===== src/rtl/vnm_pkg.sv =====
// ----------------------------------------------------------------------------
// vnm_pkg
// Shared constants for the vector normalize / magnitude pipeline.
// ----------------------------------------------------------------------------
`default_nettype none

package vnm_pkg;

  // number of vector components handled side by side
  localparam int LANES = 3;

  // result field widths
  localparam int DIR_W   = 16;
  localparam int SPEED_W = 32;

  // result bus: dir_x, dir_y, dir_z, speed (80 bits, whole bytes)
  localparam int OUT_TDATA_W = LANES * DIR_W + SPEED_W;

endpackage

`default_nettype wire


===== src/rtl/vnm_div_cell.sv =====
// ----------------------------------------------------------------------------
// vnm_div_cell
// One quotient bit of a restoring fractional divide, for all three
// components at once, against the shared divisor (the root).
// ----------------------------------------------------------------------------
`default_nettype none

module vnm_div_cell
  import vnm_pkg::*;
#(
  parameter int RW    = 33,
  parameter int QW    = 15,
  parameter bit FIRST = 1'b0
) (
  input  logic                      clk,
  input  logic                      rst,
  input  logic                      en,
  input  logic                      in_valid,
  input  logic [RW-1:0]             in_d,
  input  logic [LANES-1:0][RW:0]    in_r,
  input  logic [LANES-1:0][QW-1:0]  in_q,
  input  logic [LANES-1:0]          in_neg,
  output logic                      out_valid,
  output logic [RW-1:0]             out_d,
  output logic [LANES-1:0][RW:0]    out_r,
  output logic [LANES-1:0][QW-1:0]  out_q,
  output logic [LANES-1:0]          out_neg
);

  logic [LANES-1:0][RW:0]   r_next;
  logic [LANES-1:0][QW-1:0] q_next;

  // first cell compares the magnitude itself, later cells the doubled rest
  always_comb begin
    logic [RW:0] rs;
    for (int l = 0; l < LANES; l++) begin
      rs = FIRST ? in_r[l] : {in_r[l][RW-1:0], 1'b0};
      if (rs >= {1'b0, in_d}) begin
        r_next[l] = rs - {1'b0, in_d};
        q_next[l] = {in_q[l][QW-2:0], 1'b1};
      end else begin
        r_next[l] = rs;
        q_next[l] = {in_q[l][QW-2:0], 1'b0};
      end
    end
  end

  always_ff @(posedge clk) begin
    if (rst) begin
      out_valid <= 1'b0;
    end else if (en) begin
      out_valid <= in_valid;
    end
  end

  always_ff @(posedge clk) begin
    if (en) begin
      out_d   <= in_d;
      out_r   <= r_next;
      out_q   <= q_next;
      out_neg <= in_neg;
    end
  end

endmodule

`default_nettype wire


===== config.mk =====
export PLATFORM = sky130hd
export DESIGN_NAME = vnm_div_cell
export DESIGN_NICKNAME = d
export VERILOG_FILES = /design/src/rtl/vnm_pkg.sv /design/src/rtl/vnm_div_cell.sv
export SDC_FILE = /design/constraint.sdc
export NUM_CORES = 1
export LEC_CHECK = 0
export CAP_MARGIN = 20
export CORE_UTILIZATION = 45
export CTS_CLUSTER_SIZE = 12
export DETAILED_ROUTE_END_ITERATION = 8
export DONT_BUFFER_PORTS = 1
export GPL_ROUTABILITY_DRIVEN = 0
export PLACE_DENSITY = 0.56
export SLEW_MARGIN = 20
export SYNTH_ARGS = -nofsm -noshare
export SYNTH_HDL_FRONTEND = slang
export SYNTH_SLANG_ARGS = --single-unit

===== constraint.sdc =====
create_clock -name clk -period 8.2 [get_ports clk]
set_clock_uncertainty 0.2 [all_clocks]
set_input_delay 0 -clock clk [delete_from_list [all_inputs] [get_ports clk]]
set_output_delay 0 -clock clk [all_outputs]
set_load 0.01 [all_outputs]

==> results.cfg <==
[worst_setup_path]
cp_slowest_cell = dlygate4sd3_1
critPathArrivalTime_ps = 4280
required_ps = 8190
cp_common_cell = dlygate4sd3_1
max_stage_delay_ps = 730
crit_fanout = 37
cp-end-kind = register
worstSetupStartpointType = input port
worstSetupPathType = in -> reg
critPathBufInv = 3
crit_chain = dlygate4sd3_1, fa_1, and2b_1, o31a_1, nor3_1, o31ai_2, a21oi_4, o311ai_4, a21boi_2, inv_2, o211ai_1, xnor2_1, dlygate4sd3_1
critPathTopFamily = buffers and inverters

[global_routing]
grt_max_degree = 184
grt_pass1_vias = 9785
antenna_found_initial = 4
grt_usage_pct = 25.86
grt_remaining_overflow = 0
grt_pass1_wl_um = 55130

[cts]
cts.htree.levels = 4
clockRootBuffer = clkbuf_16
clk_latency_ps = 440
cts.sinks = 184
path_clk_slew_ps = 70
numCtsBuffers = 17
cts_tree = yes
clock_tree.buffer_depth = 2
post_cts_buffers = 0

[timing]
setup_viol = 0
hold_viol = 0
min_period_ps = 4290
tightestPinTransition_ps = 1147
finalCritPeriodShare_pct = 52.32
max_freq_mhz = 233.1
slew_violations = 0
rsz0062_at_grt = false
relSlewSlack_pct = 23.54
finalSetupTns_ps = 0

[job]
timing.max_cap.violations = 0

[cells_and_area]
fillers = 2284
mostFrequentLayoutCells = dlygate4sd3_1 (260), edfxtp_1 (183), a21oi_1 (107), ha_1 (99), nand2_1 (98)
final_common_cell = dlygate4sd3_1
final_nets = 1720
stdcell_count = 1787
area_growth_pct = 28.31
layout-drive-gt1-share_pct = 6.787

[logic_synthesis]
synth-seq-cells = 184
synth_nets = 1472
synth_top_cell_area_share_pct = 44.70
yosys_warnings = 0
synth_top_family_by_area = compound AO/OA/AOI/OAI gates
synthCells = 1183
synthAdderAreaFrac_pct = 10.56
ys.flop_type = edfxtp_1
synth_area_per_cell_um2 = 10.39
ys_seq_area_share_pct = 44.86
synth_xor_area_share_pct = 5.485
synthTopCellsByArea = edfxtp_1 (45%), ha_1 (10%), a21oi_1 (4.4%), o21ai_0 (3.5%), nand2_1 (3.0%)
synthSimpleGateAreaFrac_pct = 12.72
synth_edf_count = 183
synthArstFlopShare_pct = 0
yosysUniqueCellTypes = 85
synth_top_area_cell = edfxtp_1
muxShareOfSynthArea_pct = 1.679
synth_compound_area_share_pct = 21.10
netlist_area_um2 = 12290

[detailed_routing]
drc = 0
via_per_inst = 5.639
firstDrtPassIters = 5
detail-route-antenna-nets = 0
detail_route.wl_per_cell_um = 20.54
wl_um = 36700
drt_iter0_drc = 554
vias = 10080

[power]
leakage_nw = 6.215
cellPowerDensity_nw_per_um2 = 182.7
ir_worst_vdd_mv = 0.1192

[place]
hpwl_um = 26060
dp.cells = 1492
portBuffers = 0

[floorplanning]
die_h_um = 167.3
start_util_pct = 45.74
die_area_um2 = 27990
io_pins = 371
fp-row-count = 60
core-area_um2 = 26880
die_w_um = 167.3

[min_path]
min_path_type = in -> reg

[status]
status = finished, final reports clean
final timing paths:
| check | from | to | slack (ps) | depth (start not counted) |
|---|---|---|---|---|
| worst max-delay path | in_d[0] | out_r[67]$_DFFE_PP_ | 3910 | 13 |
| worst min-delay path | in_q[18] | out_q[19]$_DFFE_PP_ | 10 | 1 |
| worst max register to register | out_valid$_SDFFE_PP0P_ | out_valid$_SDFFE_PP0P_ | 6700 | 3 |
| worst min register to register | out_valid$_SDFFE_PP0P_ | out_valid$_SDFFE_PP0P_ | 1030 | 3 |
metal layers:
layer  track usage (%)  share of wire [%]
met5                 0              0.060
met4             11.49                3.5
met3             4.727                5.8
met2             43.48                 48
met1             32.44                 43
Yosys cell counts, types with 17 or more instances:
cell type  instances
ha_1              99
inv_1             62
nand2_1           98
nor2_1            82
nand2b_1          23
xnor2_1           36
o21ai_0           85
xor2_1            41
edfxtp_1         183
nor2b_1           17
o21a_1            18
a21o_1            43
nand3_1           23
a21oi_1          107
power breakdown:
part | switching [W] | leakage (nW) | total (W) | internal (W)
Combinational | 0.000391 | 4.13 | 0.000731 | 0.000340
Sequential | 0.000117 | 1.80 | 0.00131 | 0.00119
Clock | 0.000411 | 0.286 | 0.000844 | 0.000434
Total | 0.000919 | 6.22 | 0.00288 | 0.00196
metrics by stage:
step	setup WS (ps)	util, %	total power (W)	area, um^2	hold slack [ps]
2_1_floorplan	5472	-	0.001767	12290	-127.6
3_3_place_gp	4534	46.69	0.001900	12550	-126.4
3_5_place_dp	4530	46.69	0.001901	12550	-125.3
4_1_cts	3910	58.68	0.002885	15770	4.450
5_1_grt	3702	58.69	0.003010	15770	4.837
6_report	3910	58.70	0.002882	15780	11.68
final cells by class:
type	instances	area [um^2]	share of cell area (%)
antenna	2	5.005	0.03173
clock buffer	18	429.2	2.721
clock inverter	14	161.4	1.023
inverter	64	240.2	1.523
multi-input combinational	900	6345	40.22
sequential	184	5515	34.96
tap	341	426.7	2.705
timing repair buffer	264	2653	16.81
cell families (layout without fill, tap and decap cells):
group	count (synthesis)	in the layout
AOI/OAI and AO/OA	382	382
and+or+nand+nor	324	324
DFF	184	184
adders and majority gates	102	102
buffers and inverters	99	360
xor gates and xnor gates	77	77
muxes	15	15
other	0	2
registers in the layout, summed over array words and instances (netlist names):
signal     flops
out_d         33
out_q         45
out_neg        3
out_r        102
out_valid      1
repair_timing:
item,CTS,global route
endpoints found under the hold margin,364,0
gates resized for setup,0,0
hold buffers,261,0
worst register-to-register path, cell delays in order, from the launching register on:
cell and delay, ps:
dfxtp_1 360, mux2i_1 200, nor2_1 50, dlygate4sd3_1 570
(Power assumes the default switching activity.)
