$ cat config.mk
export PLATFORM = sky130hd
export DESIGN_NAME = vnm_sqrt_cell
export DESIGN_NICKNAME = d
export VERILOG_FILES = /design/src/rtl/vnm_pkg.sv /design/src/rtl/vnm_sqrt_cell.sv
export SDC_FILE = /design/constraint.sdc
export NUM_CORES = 1
export LEC_CHECK = 0
export ABC_CLOCK_PERIOD_IN_PS = 2600
export CORE_MARGIN = 4
export CORE_UTILIZATION = 25
export DETAILED_ROUTE_END_ITERATION = 16
export DONT_BUFFER_PORTS = 1
export PLACE_DENSITY = 0.39
export RECOVER_POWER = 50
export SETUP_SLACK_MARGIN = 0.02
export SYNTH_ARGS = -nofsm -noshare
export SYNTH_HDL_FRONTEND = slang
export SYNTH_SLANG_ARGS = --single-unit
export TNS_END_PERCENT = 50
$ cat constraint.sdc
create_clock -name clk -period 2.6 [get_ports clk]
set_clock_uncertainty 0.05 [all_clocks]
set_input_delay 0.13 -clock clk [delete_from_list [all_inputs] [get_ports clk]]
set_output_delay 0.13 -clock clk [all_outputs]
set_load 0.005 [all_outputs]
$ cat src/rtl/vnm_pkg.sv
// ----------------------------------------------------------------------------
// vnm_pkg
// Shared constants for the vector normalize / magnitude pipeline.
// ----------------------------------------------------------------------------
`default_nettype none

package vnm_pkg;

  // number of vector components handled side by side
  localparam int LANES = 3;

  // result field widths
  localparam int DIR_W   = 16;
  localparam int SPEED_W = 32;

  // result bus: dir_x, dir_y, dir_z, speed (80 bits, whole bytes)
  localparam int OUT_TDATA_W = LANES * DIR_W + SPEED_W;

endpackage

`default_nettype wire

$ cat src/rtl/vnm_sqrt_cell.sv
// ----------------------------------------------------------------------------
// vnm_sqrt_cell
// One digit of a restoring integer square root: brings down two radicand
// bits, tries the next root bit and registers the partial result.
// ----------------------------------------------------------------------------
`default_nettype none

module vnm_sqrt_cell
  import vnm_pkg::*;
#(
  parameter int RW     = 33,
  parameter int SIDE_W = 99
) (
  input  logic                clk,
  input  logic                rst,
  input  logic                en,
  input  logic                in_valid,
  input  logic [2*RW-1:0]     in_rad,
  input  logic [RW+1:0]       in_rem,
  input  logic [RW-1:0]       in_root,
  input  logic [SIDE_W-1:0]   in_side,
  output logic                out_valid,
  output logic [2*RW-1:0]     out_rad,
  output logic [RW+1:0]       out_rem,
  output logic [RW-1:0]       out_root,
  output logic [SIDE_W-1:0]   out_side
);

  logic [RW+3:0] cur;
  logic [RW+3:0] trial;
  logic          fits;
  logic [RW+1:0] rem_next;
  logic [RW-1:0] root_next;

  // trial subtract of (4*root + 1)
  always_comb begin
    cur   = {in_rem, in_rad[2*RW-1 -: 2]};
    trial = {2'b00, in_root, 2'b01};
    fits  = (cur >= trial);
    if (fits) begin
      rem_next  = (RW+2)'(cur - trial);
      root_next = {in_root[RW-2:0], 1'b1};
    end else begin
      rem_next  = cur[RW+1:0];
      root_next = {in_root[RW-2:0], 1'b0};
    end
  end

  always_ff @(posedge clk) begin
    if (rst) begin
      out_valid <= 1'b0;
    end else if (en) begin
      out_valid <= in_valid;
    end
  end

  // payload
  always_ff @(posedge clk) begin
    if (en) begin
      out_rad  <= {in_rad[2*RW-3:0], 2'b00};
      out_rem  <= rem_next;
      out_root <= root_next;
      out_side <= in_side;
    end
  end

endmodule

`default_nettype wire

==> summary.md, run 1 <==
| Metric | Value |
|---|---|
| Status | complete, but fails checks |
| Failing checks | negative hold slack |
| Placement Cell Area | 10400 sq um |
| Hold path start | en |
| Buf/Inv on CP | 2 |
| Data arrival, critical path | around 2.5 ns |
| Syn Area/Cell | about 15 sq um |
| EDFF count, synth | 231 |
| Fin crit share | 87.9% |
| R2R Setup Slk | 1.38 ns |
| Leakage power | 0.00513 uW |
| Clock tree buffer depth | 3 |
| Flop pwr share | between 50% and 60% |
| HP Class | in -> reg |
| Setup crit start | in_root[0] |
| Worst-Margin Slew | 0.741 ns |
| Slew Limit Fails | 0 |
| RSZ-0062 raised after global routing | no |
| Vias per inst | 4.42 |
| CP max stage cell | buf_4 |
| Die width | around 200 microns |
| Crit path launch type | input pin |
| Most common cell after layout, fill and taps aside | dlygate4sd3_1 |
| Vias in the first global route | about 6800 |
| Library cells used by synthesis | 48 |
| CTS tree | yes |
| Syn Inst Count | 611 |
| Min-Delay Endpoint | out_rem[21] |
| Average wire per standard cell | 22.9 microns |
| Gate power share | 11.7% |
| Commonest non-fill, non-tap cells in the layout | 232 x dlygate4sd3_1, 231 x edfxtp_1, 69 x buf_4, 59 x nand2_1, 43 x inv_1 |
| Sw frac | around a quarter |
| Reg-to-reg startpoint | out_valid |
| Clk Latency, worst-skew pair | around 0.53 ns |
| Root buffer cell | clkbuf_16 |
| Largest net degree at the start of global routing | 233 |
| Clk sink count | 232 |
| Crit. End Element | register |
| Delay-heaviest family, CP | compound AO/OA/AOI/OAI gates |
| CTS Buf Count | 25 |
| DRC viols | 0 |
| Die Ht | ~200 microns |
| Max Fanout on Critical Path | 30 |
| Cts hold-fix bufs | 232 |
| Placer Congestion | 0.775 |
| Sequential area share after synthesis | 74.6% |
| Placeable core area | 36700 sq um |
| Hold path depth | 0 |
| Fin area | 13600 sq um |
| IO Port Bufs | 0 |
| DR vias | 6249 |
| Worst R2R End | out_valid |
| Clock share of power | 37.8% |
| Worst-case reg-to-reg path depth | 3 |
| Ys async rst share | 0% |
| Initial antenna violation count | 2 |
| Initial Utilization | 25.4% |
| Internal power | 7250 uW |
| Ports | 471 |
| Max Cap Viol | 0 |
| Post-layout util | 37.0% |
| Fillcell total | 3494 |
| WHS | -0.338 ns |
| Area occupied by multi-input gates | 2180 sq um |
| Pre-Repair DR Iteration Count | 4 |
| Register area | 6960 sq um |
| Share of cells above drive strength 1 | 13.1% |
| Synthesized flop and latch total | between 200 and 250 |
| GRT Overall Usage | 14.9% |
| Number of DRC markers in iteration 0 | around 250 |
| Worst slew margin | 50.6% |
| Rows | 70 |
| Total die area | 40500 sq um |
| VDD IR-drop max | 0.351 mV |
| Switching power | ~2300 uW |
| Setup CP Type | in -> reg |
| Cells along the critical path | inv_1 > ha_1 > o21a_1 > o211ai_1 > a311o_1 > o211ai_1 > o211ai_1 > a211oi_2 > o211ai_4 > buf_4 > o21ai_0 |
| Max incr delay on CP | 0.35 ns |
| Final Hold Vio Count | 79 |
| Nets | ~1200 |
| Critical Path RT | 2.82 ns |
| Pwr dens | ~700 nW/um^2 |
| ANT nets after route | 0 |
| CP most frequent cell | o211ai_1 |
| First-pass GRT wire length | between 40000 and 50000 microns |
| H-tree levels | 1 |
| Post-DP HPWL | 23000 microns |
| Reg clk slew, reported paths | approximately 0.060 ns |
| Area growth syn-to-layout | 45.5% |
| Fmax | 437 MHz |
| Ys Warns | 0 |
| Final setup viols | 0 |
| Routed WL | 32400 microns |
| Ys flop type | edfxtp_1 |
| Min Tclk post-route | 2.29 ns |
| Mapped Area | 9330 sq um |
| Gr ovfl total | 0 |
## registers in the layout, indices dropped and copies added, names as in the netlist
register and cells:
out_rad 64, out_rem 35, out_side 99, out_root 33
out_valid 1
## cell families after synthesis
group / after synthesis / share of synthesized area [%]
buffers and inverters: 57 / 2.72
adder cells (fa/ha/maj): 35 / 4.70
XOR/XNOR: 33 / 3.10
multiplexers: 3 / 0.376
flip-flops: 232 / 74.6
other: 1 / 0.0402
AO/OA/AOI/OAI: 136 / 9.12
AND/OR/NAND/NOR: 114 / 5.34
## final cells by class
cell class | count | share of cell area [%]
Sequential cell | 232 | 51.3
Timing Repair Buffer | 301 | 20.9
Multi-Input combinational cell | 323 | 16.1
Clock buffer | 26 | 4.64
Tap cell | 468 | 4.32
Clock inverter | 20 | 1.50
Inverter | 43 | 1.19
Antenna cell | 2 | 0.0369
## layer usage
metal / share of wire (%) / track usage, % / wire length, microns / vias to the layer above
li1: - / - / - / 2916
met3: 8.1 / 5.01 / 2640 / 45
met2: 53 / 27.7 / 17000 / 275
met5: 0 / 0 / 0 / -
met4: 3.2 / 5.09 / 1040 / 0
met1: 36 / 15.6 / 11700 / 3013
## repair_timing
item / in CTS / in global routing
buffers inserted: 0 / 0
endpoints found under the hold margin: 462 / 233
resized for setup: 0 / 0
## through the flow
| step | instances | worst slack (ns) | total power (uW) | setup TNS (ns) | hold slack (ns) |
|---|---|---|---|---|---|
| after floorplan | 612 | 0.0537 | 5290 | 0 | 0.152 |
| after global placement | 1135 | -0.200 | 5740 | -3.92 | 0.157 |
| after detailed placement | 1135 | -0.251 | 5720 | -6.10 | 0.156 |
| after CTS | 1413 | 0.324 | 9700 | 0 | -0.372 |
| after global routing | 1415 | 0.112 | 10000 | 0 | -0.378 |
| final | 1415 | 0.313 | 9550 | 0 | -0.338 |
## how the worst max path moves through the flow
| stage | end | cells past startpoint | slack (ns) |
|---|---|---|---|
| global route | out_rem[3] | 11 | 0.11 |
| global placement | out_rem[28] | 13 | -0.20 |
| CTS | out_rem[2] | 11 | 0.32 |
| finish | out_rem[3] | 11 | 0.31 |
| floorplan | out_rem[17] | 11 | 0.05 |
| detailed placement | out_rem[2] | 11 | -0.25 |
## power groups by stage
stage / Clock [uW] / Combinational [uW] / Sequential (uW)
after floorplan: 0 / 539 / 4750
after CTS: 3740 / 1120 / 4840
after global routing: 3930 / 1230 / 4850
after global placement: 0 / 812 / 4930
after detailed placement: 0 / 809 / 4910
final: 3610 / 1110 / 4830
## Yosys cell counts, types with 4 or more instances
| library cell | count | area share, % |
|---|---|---|
| a21o_1 | 19 | 1.5 |
| a21oi_1 | 37 | 2.0 |
| and3_1 | 4 | 0.27 |
| buf_6 | 4 | 0.48 |
| clkbuf_1 | 6 | 0.24 |
| edfxtp_1 | 231 | 74 |
| ha_1 | 35 | 4.7 |
| inv_1 | 43 | 1.7 |
| nand2_1 | 59 | 2.4 |
| nand3_1 | 8 | 0.43 |
| nand4_1 | 5 | 0.34 |
| nor2_1 | 22 | 0.89 |
| nor3_1 | 5 | 0.27 |
| o211ai_1 | 6 | 0.48 |
| o21a_1 | 4 | 0.32 |
| o21ai_0 | 13 | 0.70 |
| o21ai_1 | 29 | 1.6 |
| o21bai_1 | 6 | 0.48 |
| xnor2_1 | 16 | 1.5 |
| xor2_1 | 17 | 1.6 |
No activity file was read; power rests on OpenSTA's default activity.
==> run 2, diff against run 1 <==
Settings changed: PLACE_DENSITY 0.39 to unset, PLACE_DENSITY_LB_ADDON set to 0.05.
==> summary.md, run 2 (same netlist as run 1, synthesis figures left out) <==
| Metric | Value |
|---|---|
| Cells along the critical path | dlygate4sd3_1 > inv_1 > ha_1 > nand2b_1 > a211oi_2 > a2111oi_4 > o211ai_1 > buf_4 > a211o_1 > nand3_4 > o31ai_4 > xnor2_1 > o21ai_0 |
| Post-CTS Setup Inserts | 0 (unchanged) |
| Post-DP HPWL | 22500 microns (-2.0%) |
| Final setup viols | 0 (unchanged) |
| Share of cells above drive strength 1 | 13.2% (+0.070 points) |
| Placeable core area | 36700 sq um (unchanged) |
| Ports | 471 (unchanged) |
| Nets | 1192 (-0.50%) |
| Worst R2R End | out_valid |
| WHS | -0.354 ns (-0.0161 ns) |
| Antenna cells | 0 (-2) |
| Clock tree buffer depth | 3 (unchanged) |
| Initial antenna violation count | 1 (-1) |
| Min Tclk post-route | 2.45 ns (+0.159 ns) |
| Max Cap Viol | 0 (unchanged) |
| Reg with most FFs | out_side |
| CP max stage cell | dlygate4sd3_1 |
| DRC viols | 0 (unchanged) |
| Failing checks | negative hold slack |
| Critical Path RT | 2.82 ns (about the same) |
| IO Port Bufs | 0 (unchanged) |
| Die Ht | 201 microns (unchanged) |
| Vias per inst | 4.38 (-0.81%) |
| Fmax | 409 MHz (-6.5%) |
| Status | complete, but fails checks |
| Crit. End Element | register |
| Root buffer cell | clkbuf_16 |
| Rows | 70 (unchanged) |
| Vias in the first global route | 6727 (-0.83%) |
| Fin crit share | 94.1% (+6.1 points) |
| Initial Utilization | 25.4% (unchanged) |
| Area growth syn-to-layout | 46.1% |
| H-tree levels | 1 (unchanged) |
| Biggest regs | out_side x99, out_rad x64, out_rem x35 |
| Final cell count without fillers | 1408 (-0.49%) |
| Reg-to-reg startpoint | out_valid |
| Cts hold-fix bufs | 233 (+0.43%) |
| CTS tree | yes |
| HP Class | in -> reg |
| Pre-CTS WS | -0.334 ns (-0.0827 ns) |
| Max incr delay on CP | 0.58 ns (+0.23 ns) |
| Largest register FFs | 99 (unchanged) |
| Commonest non-fill, non-tap cells in the layout | 233 x dlygate4sd3_1, 231 x edfxtp_1, 59 x nand2_1, 58 x buf_4, 43 x inv_1 |
| CTS Buf Count | 27 (+8.0%) |
| Largest net degree at the start of global routing | 233 (unchanged) |
| Gr ovfl total | 0 (unchanged) |
| Setup CP Type | in -> reg |
| Max Fanout on Critical Path | 3 (-90%) |
| R2R Setup Slk | 1.36 ns (-0.02 ns) |
| Worst-case reg-to-reg path depth | 3 (unchanged) |
| Placement Cell Area | 10400 sq um (-0.41%) |
| DR vias | 6168 (-1.3%) |
| Placer Congestion | 0.751 (-3.0%) |
| Final Hold Vio Count | 232 (+190%) |
| Most common cell after layout, fill and taps aside | dlygate4sd3_1 |
| Pwr dens | 705 nW/um^2 (+0.19%) |
| GRT Overall Usage | 14.7% (-0.13 points) |
| Number of DRC markers in iteration 0 | 265 (+5.6%) |
| First-pass GRT wire length | 45300 microns (-1.1%) |
| Routed WL | 31600 microns (-2.4%) |
| Clk sink count | 232 (unchanged) |
| Crit path launch type | input pin |
| Pre-Repair DR Iteration Count | 4 (unchanged) |
| Fin area | 13600 sq um (+0.47%) |
| Clk Latency, worst-skew pair | 0.53 ns (about the same) |
| Slew Limit Fails | 0 (unchanged) |
| Data arrival, critical path | 2.67 ns (+0.16 ns) |
| RSZ-0062 raised after global routing | no |
| Average wire per standard cell | 22.4 microns (-1.9%) |
| Total die area | 40500 sq um (unchanged) |
| Leakage power | 0.00513 uW (about the same) |
| Placed insts | 1126 (-0.79%) |
| ANT nets after route | 0 (unchanged) |
| Critical Path End | out_rem[34] |
| Die width | 201 microns (unchanged) |
| VDD IR-drop max | 0.509 mV (+45%) |
| Setup crit start | in_rad[64] |
| Fin worst setup slack | 0.154 ns (-0.159 ns) |
| Reg clk slew, reported paths | 0.06 ns (about the same) |
==> run 2: worst max-delay path: cells and delay by family <==
family	cells	cell delay, ns
simple gates	2	0.31
compound gates	6	1.07
fa+ha+maj	1	0.22
buf+inv	3	0.80
xor+xnor	1	0.14
==> run 2: power by group <==
part | internal [uW] | switching [uW]
sequential | 4550 | 259
clock | 2120 | 1560
combinational | 621 | 507
total | 7290 | 2320
==> run 2: layer usage <==
layer | wire length, microns | track usage (%)
met1 | 11300 | 15.2
met2 | 17100 | 28.6
met3 | 2510 | 4.66
met4 | 709 | 3.96
met5 | 0 | 0
==> run 2: worst min-delay path by stage <==
stage	startpoint	endpoint	slack, ns	cells after the start
finish	en	out_side[32]	-0.35	0
global route	en	out_rad[21]	-0.39	0
CTS	en	out_side[32]	-0.38	0
detailed placement	rst	out_valid	0.16	1
global placement	rst	out_valid	0.16	1
floorplan	rst	out_valid	0.15	1
==> run 2: through the flow <==
step	TNS (ns)	total power [uW]	util, %	hold WS (ns)
after floorplan	0	5290	-	0.152
after global placement	-3.09	5730	28.2	0.157
after detailed placement	-4.37	5710	28.2	0.156
after CTS	0	9770	37.0	-0.381
after global routing	0	10100	37.1	-0.391
final	0	9610	37.1	-0.354
==> run 2: layout make-up <==
type,instances,area (sq um)
clock buffer,28,679
timing repair buffer,293,2810
multi-input combinational,323,2240
tap,468,586
clock inverter,21,193
inverter,43,161
fill,3486,23100
sequential,232,6960
==> run 2: what timing repair did <==
action	4_1_cts	5_1_grt
gates resized for setup	0	9
endpoints found under the setup margin	0	8
endpoints found under the hold margin	462	232
==> run 3, diff against run 2 <==
Settings changed: ABC_CLOCK_PERIOD_IN_PS 2600 to 2760, BUFFER_PORTS_ARGS set to -buffer_cell sky130_fd_sc_hd__clkbuf_2, CORE_MARGIN 4 to 5, DONT_BUFFER_PORTS 1 to unset.
Clock period 2.6 ns to 2.76 ns, I/O delays scaled along.
==> summary.md, run 3 (same netlist as run 1, synthesis figures left out) <==
| Metric | Value |
|---|---|
| DRC viols | 0 (unchanged) |
| Placed insts | 1599 (+42%) |
| Hold path start | in_rem[5] |
| Clk sink count | 232 (unchanged) |
| Routed WL | 35500 microns (+12%) |
| Fmax | 380 MHz |
| Min-Delay Endpoint | out_rem[7] |
| GR Util met3 | 4.47% (-0.19 points) |
| CP max stage cell | dlygate4sd3_1 |
| Crit path launch type | input pin |
| Pre-Repair DR Iteration Count | 4 (unchanged) |
| Fin crit share | 95.3% |
| Area growth syn-to-layout | 71.4% |
| GRT Overall Usage | 16.0% (+1.3 points) |
| Max incr delay on CP | 0.57 ns (about the same) |
| Final Hold Vio Count | 0 (-100%) |
| Max Cap Viol | 0 (unchanged) |
| Pwr dens | 588 nW/um^2 (-17%) |
| CTS Buf Count | 27 (unchanged) |
| Placement Cell Area | 12700 sq um (+23%) |
| Worst R2R End | out_valid |
| Biggest regs | out_side x99, out_rad x64, out_rem x35 |
| Vias per inst | 4.21 (-3.8%) |
| Share of cells above drive strength 1 | 35.7% (+22 points) |
| First-pass GRT wire length | 51000 microns (+13%) |
| Cells along the critical path | dlygate4sd3_1 > clkbuf_2 > ha_4 > nand2_2 > or3_4 > nor3_2 > o211ai_1 > a211oi_2 > o211ai_4 > buf_12 > mux2_4 |
| Slew Limit Fails | 0 (unchanged) |
| Reg-to-reg startpoint | out_valid |
| Die Ht | 203 microns (+0.99%) |
| Worst-Margin Slew | 0.580 ns |
| Number of DRC markers in iteration 0 | 262 (-1.1%) |
| Crit. End Element | register |
| Setup CP Type | in -> reg |
| Placer Congestion | 0.750 (-0.17%) |
| Met2 global-route usage | 28.2% (-0.31 points) |
| Sw frac | 24.9% (+0.73 points) |
| Switching power | 2340 uW (+0.70%) |
| Hold path depth | 3 (+3) |
| DR vias | 7911 (+28%) |
| Met1 Use GR | 19.3% (+4.1 points) |
| ANT nets after route | 0 (unchanged) |
| Nets | 1662 (+39%) |
| Most common cell after layout, fill and taps aside | clkbuf_2 |
| Most used routing layer | met2 |
| Flop pwr share | 46.4% (-3.6 points) |
| Final cell count without fillers | 1877 (+33%) |
| Largest register FFs | 99 (unchanged) |
| Post-layout util | 43.6% (+6.4 points) |
| Reg with most FFs | out_side |
| Register area | 6960 sq um (unchanged) |
| Data arrival, critical path | 2.87 ns (+0.20 ns) |
| Leakage power | 0.00685 uW (+34%) |
| H-tree levels | 1 (unchanged) |
| RSZ-0062 raised after global routing | no |
| Max Fanout on Critical Path | 5 (+2) |
| Initial antenna violation count | 2 (+1) |
| Fillcell total | 3519 (+0.95%) |
| Placeable core area | 36700 sq um (unchanged) |
| Root buffer cell | clkbuf_16 |
| Status | finished, final reports clean |
| Average wire per standard cell | 18.9 microns (-16%) |
| Gr ovfl total | 0 (unchanged) |
| Reg clk slew, reported paths | 0.06 ns (about the same) |
| Clk Latency, worst-skew pair | 0.55 ns (+0.02 ns) |
| IO Port Bufs | 468 (+468) |
| R2R Setup Slk | 1.57 ns (+0.21 ns) |
| Rows | 70 (unchanged) |
| Internal power | 7060 uW (-3.2%) |
| HP Class | in -> reg |
| Fin area | 16000 sq um (+17%) |
| Vias in the first global route | 8287 (+23%) |
| Ports | 471 (unchanged) |
| CTS tree | yes |
| Critical Path RT | 3.00 ns (+0.18 ns) |
| Commonest non-fill, non-tap cells in the layout | 367 x clkbuf_2, 231 x edfxtp_1, 229 x dlygate4sd3_1, 97 x clkbuf_1, 61 x buf_4 |
| Gate power share | 18.7% (+7.0 points) |
| VDD IR-drop max | 0.338 mV (-34%) |
| Total die area | 41300 sq um (+2.0%) |
| Initial Utilization | 25.4% (unchanged) |
| Final setup viols | 0 (unchanged) |
| Clock tree buffer depth | 3 (unchanged) |
| Post-DP HPWL | 27300 microns (+21%) |
| Worst slew margin | 61.3% |
| Clock share of power | 34.9% (-3.4 points) |
| Largest net degree at the start of global routing | 66 (-72%) |
| Area occupied by multi-input gates | 2280 sq um (+1.7%) |
| Worst-case reg-to-reg path depth | 3 (unchanged) |
| Min Tclk post-route | 2.63 ns |
| Die width | 203 microns (+0.99%) |
[run 3: how the worst max path moves through the flow]
stage,from,to,slack [ns],cells past startpoint
floorplan,in_root[9],out_rem[17],0.02,11
global placement,in_root[0],out_rem[15],-0.08,13
detailed placement,in_root[9],out_rem[29],-0.12,11
CTS,in_root[24],out_rem[29],0.03,13
global route,in_rem[19],out_rem[16],0.006,13
finish,in_rem[19],out_rem[17],0.13,11
[run 3: critical path, delay by kind of cell]
kind	cells	cell delay [ns]
simple gates	3	0.59
mux	1	0.29
buf+inv	3	0.89
compound gates	3	0.69
fa+ha+maj	1	0.28
[run 3: power by group through the flow]
| stage | logic [uW] | clock network [uW] | registers [uW] |
|---|---|---|---|
| after detailed placement | 1460 | 0 | 4430 |
| after floorplan | 495 | 0 | 4470 |
| after global routing | 1930 | 3600 | 4390 |
| final | 1760 | 3280 | 4360 |
| after CTS | 1760 | 3440 | 4360 |
| after global placement | 1470 | 0 | 4430 |
[run 3: final cells by class]
| cell class | instances | area share, % |
|---|---|---|
| Tap cell | 468 | 3.66 |
| Multi-Input combinational cell | 323 | 14.3 |
| Clock buffer | 36 | 4.44 |
| Sequential cell | 232 | 43.5 |
| Clock inverter | 10 | 0.525 |
| Inverter | 43 | 1.01 |
| Antenna cell | 2 | 0.0313 |
| Timing Repair Buffer | 763 | 32.5 |
[run 3: per-layer routing]
| layer | routed length, microns | vias up |
|---|---|---|
| met5 | 0 | - |
| met4 | 962 | 0 |
| met3 | 2640 | 52 |
| met2 | 17800 | 276 |
| met1 | 14100 | 3735 |
| li1 | - | 3848 |
[run 3: metrics by stage]
step	worst slack [ns]	power (uW)	setup TNS [ns]	hold WS [ns]
CTS	0.0275	9560	0	0.0400
global placement	-0.0752	5900	-1.79	0.252
global route	0.00647	9920	0	0.0359
finish	0.130	9400	0	0.0139
detailed placement	-0.123	5890	-2.93	0.258
floorplan	0.0208	4970	0	0.160
[run 3: what timing repair did]
action                                 CTS  global route
hold buffers                           233             3
resized for setup                        0            34
endpoints found under the hold margin  234             3
setup endpoints to repair                0            36
buffers inserted                         0             3
